$ cat config.mk
export PLATFORM = sky130hd
export DESIGN_NAME = psa_wrap_stage
export DESIGN_NICKNAME = d
export VERILOG_FILES = /design/src/rtl/core/psa_pkg.sv /design/src/rtl/core/psa_wrap_stage.sv
export SDC_FILE = /design/constraint.sdc
export NUM_CORES = 1
export LEC_CHECK = 0
export ABC_AREA = 1
export BUFFER_PORTS_ARGS = -buffer_cell sky130_fd_sc_hd__buf_2
export CORE_MARGIN = 5
export CORE_UTILIZATION = 40
export CTS_BUF_LIST = sky130_fd_sc_hd__clkbuf_2
export DETAILED_ROUTE_END_ITERATION = 6
export PLACE_DENSITY = 0.85
export SLEW_MARGIN = 20
export SYNTH_ARGS = -nofsm -noshare
export SYNTH_HDL_FRONTEND = slang
export SYNTH_SLANG_ARGS = --single-unit
$ cat constraint.sdc
create_clock -name clock -period 0.85 [get_ports clock]
set_input_delay 0.17 -clock clock [delete_from_list [all_inputs] [get_ports clock]]
set_output_delay 0.17 -clock clock [all_outputs]
set_load 0.02 [all_outputs]
$ cat src/rtl/core/psa_pkg.sv
// Shared constants and types for the parabolic sine approximation core.
`default_nettype none

package psa_pkg;

   localparam int FIELD_W = 24;
   localparam int Q_FRAC  = 30;

   // Q30 constants
   localparam logic [32:0] Q_TWO_PI          = 33'd6746518855;
   localparam logic [31:0] Q_PI              = 32'd3373259422;
   localparam logic [30:0] Q_FOUR_OVER_PI    = 31'd1367130546;
   localparam logic [28:0] Q_FOUR_OVER_PI_SQ = 29'd435171171;
   localparam logic [28:0] Q_REFINE          = 29'd273804165;
   localparam logic [30:0] Q_ONE             = 31'h4000_0000;

   // reduced angle, value and product widths
   localparam int XR_W = 34;
   localparam int VW   = 32;

   typedef struct packed {
      logic neg;
   } psa_side_type;

endpackage

`default_nettype wire

$ cat src/rtl/core/psa_wrap_stage.sv
// One restoring compare-subtract step of the 2*pi range reduction.
`default_nettype none

module psa_wrap_stage #(
   parameter int RW = 34,
   parameter logic [RW-1:0] STEP = '0
) (
   input  wire logic                  clock,
   input  wire logic                  enable,
   input  wire logic [RW-1:0]         rem_in,
   input  wire psa_pkg::psa_side_type side_in,
   output logic      [RW-1:0]         rem_out,
   output psa_pkg::psa_side_type      side_out
);
   import psa_pkg::*;

   logic [RW-1:0] rem_ff;
   logic [RW-1:0] rem_in_d;
   psa_side_type  side_ff;

   assign rem_in_d = (rem_in >= STEP) ? rem_in - STEP : rem_in;

   always_ff @(posedge clock) begin
      if (enable) begin
         rem_ff  <= rem_in_d;
         side_ff <= side_in;
      end
   end

   assign rem_out  = rem_ff;
   assign side_out = side_ff;

endmodule

`default_nettype wire

### Word-level counts from Yosys, hierarchy flattened

Index checks and enable logic that the tools add are counted.

* register bits after elaboration: 35
* latch bits: 0
* bits in writable memories: 0
* ROM bits: 0
* output and inout bits: 35
* memories kept: 0

* $add $sub $neg: 0
* $mul: 0
* divide/modulo/power cells: 0
* magnitude comparators: 0
* eq/ne operators: 0
* shift-type cells: 0
* mux-type cells: 0
* bitwise operators: 0
* reductions and logical operators: 0

### Longest topological paths before layout

Gate-level depths: netlist of run 1.

* depth in word-level cells: 0
* mapped depth: 0
* depth with buffers taken out: 0

### Worst setup path after synthesis of run 1

No wires, ideal clock.

* path kind: register to output
* start: register rem_ff[0] (netlist: rem_out[0])
* end: output port rem_out[0]
* arrival time: 0.449 ns
* data required time: 0.680 ns
* path slack: 0.231 ns
* stages on the path, launching flop included: 1
* path buffers: 0
* path through: edfxtp_1

RTL lines
* start, declared: line psa_wrap_stage.sv:17 `logic [RW-1:0] rem_ff;`
* start signal, assigned: line psa_wrap_stage.sv:25 `rem_ff <= rem_in_d;`
* end, declared: line psa_wrap_stage.sv:12 `output logic [RW-1:0] rem_out,`

No word-level cell between the ends.

### Worst setup path after layout of run 1

* start: register rem_ff[5] (netlist: rem_out[5])
* end: output port rem_out[5]

No word-level cell between the ends.

==> flow_summary.yaml, run 1 <==
status:
  outcome: "finished, violations left"
  violations: "setup timing"
global_routing:
  grt_pass1_wl_um: 4485
  grt_pass1_vias: 870
  grt-ovfl-total: 0
  grt_max_degree: 32
  antenna_found_initial: 0
  grtUsageTotal_pct: 19.15
synthesis:
  async_flop_share_pct: 0
  syn_area_per_cell_um2: 30.03
  synth-seq-cells: 35
  synth_area_mm2: 0.001051
  synth_xor_area_share_pct: 0
  synthTopCellsByArea: "edfxtp_1 (100%)"
  yosysSeqAreaShare_pct: 100.0
  synth-simple-area-share_pct: 0
  syn-instance-count: 35
  synth.most_common_cell: "edfxtp_1"
  synth-edff-count: 35
  synth_compound_area_share_pct: 0
  synth_common_cells: "edfxtp_1 (35)"
  synth.area.mux_share_pct: 0
  synth_top_area_cell: "edfxtp_1"
  synth_cell_type_count: 1
  synth_top_area_share_pct: 100.0
  ys.flop_type: "edfxtp_1"
  syn_nets: 72
  yosys_warnings: 0
  synthAdderAreaFrac_pct: 0
timing:
  rsz0062_at_grt: "yes"
  drv_slew: 0
  setup_slack_ns: -0.2789
  fin_crit_ns: 1.129
  fin_crit_sh_pct: 132.8
  fmax_mhz: 885.8
  worstMarginPinSlew_ns: 0.1666
  setup_tns_ns: -8.516
  setup_viol: 35
  hold_viol_final: 0
  slew_headroom_pct: 88.89
critical_path:
  crit_path_cell_trace: "buf_6"
  start_kind: "flop"
  crit_path_max_incr_delay_ns: 0.45
  crit_arrival_ns: 0.96
  crit_buf_inv: 1
  crit_path_top_delay_cell: "edfxtp_1"
  cp_max_fo: 1
  critPathKind: "flop to output pin"
  required_ns: 0.68
  end_kind: "output pin"
  critPathTopFamily: "flip-flops"
pwr:
  power_density_mw_per_mm2: 1750
  max-vdd-ir-drop_mv: 1.544
  p_clk_share_pct: 21.1
  p_leak_nw: 0.8660
  p_switching_mw: 0.8868
  p_int_mw: 2.638
  seqPwrFrac_pct: 59.8
  combPwrFrac_pct: 19.1
  p_sw_share_pct: 25.16
clock_tree:
  cts.htree.levels: 2
  clock-sinks: 35
  cts_buffers: 5
  cts_setup_buffers: 0
  tritoncts: "done"
  cts.clk_slew.worst_paths_ns: 0.16
  clk_path_buf_depth: 2
  root_buffer: "clkbuf_2"
routing:
  routed_wl_um: 3323
  ant_nets: 0
  route.top_layer_used: "met4"
  met3_length_um: 180
  drc: 0
  wl_met2_um: 2116
  drtIter0Drc: 8
  via_count: 782
  dr.pass1.iters: 3
  vias_per_cell: 4.297
  wl_per_cell_um: 18.26
  wl_met1_um: 978
die:
  fp.dieW_um: 61.26
  start_util_pct: 42.04
  core_area_mm2: 0.002500
  die_area_mm2: 0.003753
  die_y_um: 61.26
  rows: 18
  pin_count: 72
min_path:
  hold_path_end: "rem_out[16]$_DFFE_PP_"
  hold_path_startpoint: "enable"
  hp-class: "input pin to flop"
  min_path_cells: 2
run:
  cap_viol_max_count: 0
final_layout:
  area_growth_pct: 91.67
  drive_above_1_share_pct: 53.64
  multi_input_area_um2: 0
  fillers: 118
  nets: 187
  multi_input_cells: 0
  layoutNonFillerInstCount: 182
  finish.instance_area_mm2: 0.002014
placed_design:
  gp_congestion: 0.7377
  dpl_cell_area_mm2: 0.001471
  pre_cts_ws_ns: 0.05029
  dp_cells: 138
  io_buffers: 71
[cell type report]
| class | count | area, um2 | share of cell area [%] |
|---|---|---|---|
| diodes | 1 | 2.502 | 0.1242 |
| clock buffers | 7 | 35.03 | 1.739 |
| repair buffers | 108 | 883.3 | 43.85 |
| flip-flops and latches | 35 | 1051 | 52.17 |
| well taps | 30 | 37.54 | 1.863 |
| clock inverters | 1 | 5.005 | 0.2484 |
[logic make-up (layout without fill, tap and decap cells)]
logic type,after synthesis,in the layout
other,0,1
DFF,35,35
buffers and inverters,0,116
[flip-flops by register name, summed over array words and instances (netlist names)]
signal    cells
rem_out      34
side_out      1
[metrics by stage]
step	power, mW	utilization, %	hold WS, ns
after global routing	3.677	80.48	0.1389
after CTS	3.424	76.23	0.1559
after global placement	2.536	58.86	0.3472
final	3.525	80.58	0.1862
after floorplan	2.304	-	0.2689
after detailed placement	2.553	58.86	0.3481
[cell usage in the layout (no fill, tap or decap)]
cell type,n
buf_6,24
clkbuf_2,7
buf_4,1
buf_12,1
clkinv_2,1
dlygate4sd3_1,35
diode_2,1
edfxtp_1,35
buf_2,47
[power groups by stage]
stage	Sequential [mW]	Combinational, mW	Clock [mW]
2_1_floorplan	2.30	0	0
3_3_place_gp	2.11	0.425	0
3_5_place_dp	2.12	0.436	0
4_1_cts	2.08	0.590	0.750
5_1_grt	2.12	0.705	0.852
6_report	2.11	0.674	0.743
[what timing repair did]
| item | 4_1_cts | 5_1_grt |
|---|---|---|
| endpoints found under the hold margin | 35 | 0 |
| hold buffers | 35 | 0 |
| pin swaps | 0 | 0 |
| gates cloned | 0 | 0 |
| gates resized for setup | 14 | 35 |
| endpoints found under the setup margin | 35 | 35 |
[worst max-delay path by stage]
stage / start / slack (ns) / endpoint / cells after the start
after floorplan: rem_out[0]$_DFFE_PP_ / 0.23 / rem_out[0] / 0
after global placement: enable / 0.06 / rem_out[15]$_DFFE_PP_ / 2
final: rem_out[5]$_DFFE_PP_ / -0.28 / rem_out[5] / 1
after CTS: rem_out[5]$_DFFE_PP_ / -0.29 / rem_out[5] / 1
after global routing: rem_out[5]$_DFFE_PP_ / -0.35 / rem_out[5] / 1
after detailed placement: enable / 0.05 / rem_out[11]$_DFFE_PP_ / 2
[metal layers]
| layer | up-vias | track usage [%] |
|---|---|---|
| met5 | - | 0 |
| met4 | 0 | 13.62 |
| met3 | 5 | 7.547 |
| met2 | 26 | 36.10 |
| met1 | 378 | 15.55 |
| li1 | 373 | - |
Power figures use the tool's default switching activity.
==> inputs of run 2 (changes only) <==
- CORE_ASPECT_RATIO: default -> 2
==> flow_summary.yaml, run 2 (synthesis results as in run 1) <==
critical_path:
  required_ns: 0.68
  crit_start: "rem_out[3]$_DFFE_PP_"
  crit_buf_inv: 1
  crit_path_cell_trace: "buf_6"
  end_kind: "output pin"
  critPathKind: "flop to output pin"
  start_kind: "flop"
  cp_max_fo: 1
  crit_path_max_incr_delay_ns: 0.43
  crit_arrival_ns: 0.94
  crit_cells: 1
  critPathTopFamily: "flip-flops"
  crit_path_top_delay_cell: "edfxtp_1"
  critical_path.endpoint: "rem_out[3]"
timing:
  fmax_mhz: 903.2
  worstMarginPinSlew_ns: 0.1520
  hold_viol_final: 0
  fin_crit_ns: 1.107
  drv_slew: 0
  setup_viol: 35
  setup_slack_ns: -0.2572
  rsz0062_at_grt: "yes"
  fin_crit_sh_pct: 130.3
  slew_headroom_pct: 89.87
die:
  fp.dieW_um: 46.25
  die_area_mm2: 0.003815
  core_area_mm2: 0.002537
  die_y_um: 82.49
  start_util_pct: 41.42
  pin_count: 72
  rows: 26
routing:
  wl_per_cell_um: 15.73
  dr.pass1.iters: 3
  ant_nets: 0
  vias_per_cell: 4.406
  drc: 0
  via_count: 793
  drtIter0Drc: 9
  routed_wl_um: 2831
pwr:
  power_density_mw_per_mm2: 1688
  p_leak_nw: 0.8790
  max-vdd-ir-drop_mv: 1.235
final_layout:
  layout_commonest_cell: "buf_2"
  antenna_cells: 0
  nets: 188
  area_growth_pct: 95.24
  multi_input_area_um2: 0
  final_cell_mix: "buf_2 (43), dlygate4sd3_1 (35), edfxtp_1 (35)"
  regArea_mm2: 0.001051
  largest_reg_flops: 34
  final_util_pct: 80.87
  fillers: 132
  drive_above_1_share_pct: 52.63
  multi_input_cells: 0
status:
  outcome: "finished, violations left"
  violations: "setup timing"
global_routing:
  antenna_found_initial: 0
  grt_pass1_wl_um: 3870
  grt_pass1_vias: 855
  grt_max_degree: 16
  grt-ovfl-total: 0
  grtUsageTotal_pct: 15.45
clock_tree:
  cts_setup_buffers: 0
  clock-sinks: 35
  cts.htree.levels: 2
  root_buffer: "clkbuf_2"
  cts_buffers: 5
  cts.clk_slew.worst_paths_ns: 0.15
  tritoncts: "done"
  clk_path_buf_depth: 2
run:
  cap_viol_max_count: 0
placed_design:
  pre_cts_ws_ns: 0.05320
  io_buffers: 71
  gp_congestion: 0.6900
min_path:
  hp-class: "input pin to flop"
-- run 2: cell types whose count changed in the layout (fill, tap and decap cells not counted), sizes merged --
cell | before | now
buf | 73 | 74
clkbuf | 7 | 6
clkinv | 1 | 2
diode | 1 | 0
-- run 2: worst min path at each step --
| stage | start | endpoint | slack [ns] | cells past startpoint |
|---|---|---|---|---|
| 2_1_floorplan | rem_in[0] | rem_out[0]$_DFFE_PP_ | 0.27 | 0 |
| 3_3_place_gp | rem_in[29] | rem_out[29]$_DFFE_PP_ | 0.35 | 1 |
| 3_5_place_dp | rem_in[15] | rem_out[15]$_DFFE_PP_ | 0.35 | 1 |
| 4_1_cts | enable | rem_out[5]$_DFFE_PP_ | 0.22 | 2 |
| 5_1_grt | enable | rem_out[6]$_DFFE_PP_ | 0.19 | 2 |
| 6_report | enable | rem_out[20]$_DFFE_PP_ | 0.24 | 2 |
-- run 2: final cells by class --
cell class | count | area share, %
Clock inverter | 2 | 0.3659
Tap cell | 28 | 1.707
Timing Repair Buffer | 109 | 45.24
Sequential cell | 35 | 51.22
Clock buffer | 6 | 1.463
-- run 2: through the flow --
stage               std cells  hold WS [ns]  TNS [ns]  total power, mW  cell area, um2
floorplan                  35        0.2689         0            2.304            1051
global route              180        0.1949    -11.07            3.647            2052
finish                    180        0.2410    -8.069            3.463            2052
CTS                       180        0.2217    -9.062            3.409            1939
global placement          137        0.3467         0            2.548            1489
detailed placement        137        0.3481         0            2.564            1489
-- run 2: metal layers --
| layer | track usage, % | part of all wire [%] | up-vias |
|---|---|---|---|
| li1 | - | - | 372 |
| met1 | 12.02 | 28 | 352 |
| met2 | 25.83 | 54 | 63 |
| met3 | 12.15 | 16 | 6 |
| met4 | 7.692 | 2.4 | 0 |
| met5 | 0 | 0 | - |
-- run 2: report_power, final --
part | switching [mW] | internal [mW] | leakage (nW)
Clock | 0.464 | 0.198 | 0.0281
Combinational | 0.303 | 0.388 | 0.508
Sequential | 0.0591 | 2.05 | 0.343
Total | 0.827 | 2.64 | 0.879
-- run 2: repair_timing --
| action | 4_1_cts | 5_1_grt |
|---|---|---|
| setup endpoints to repair | 35 | 35 |
| hold buffers | 35 | 0 |
| endpoints found under the hold margin | 35 | 0 |
| gates resized for setup | 20 | 36 |
| gates cloned | 0 | 0 |
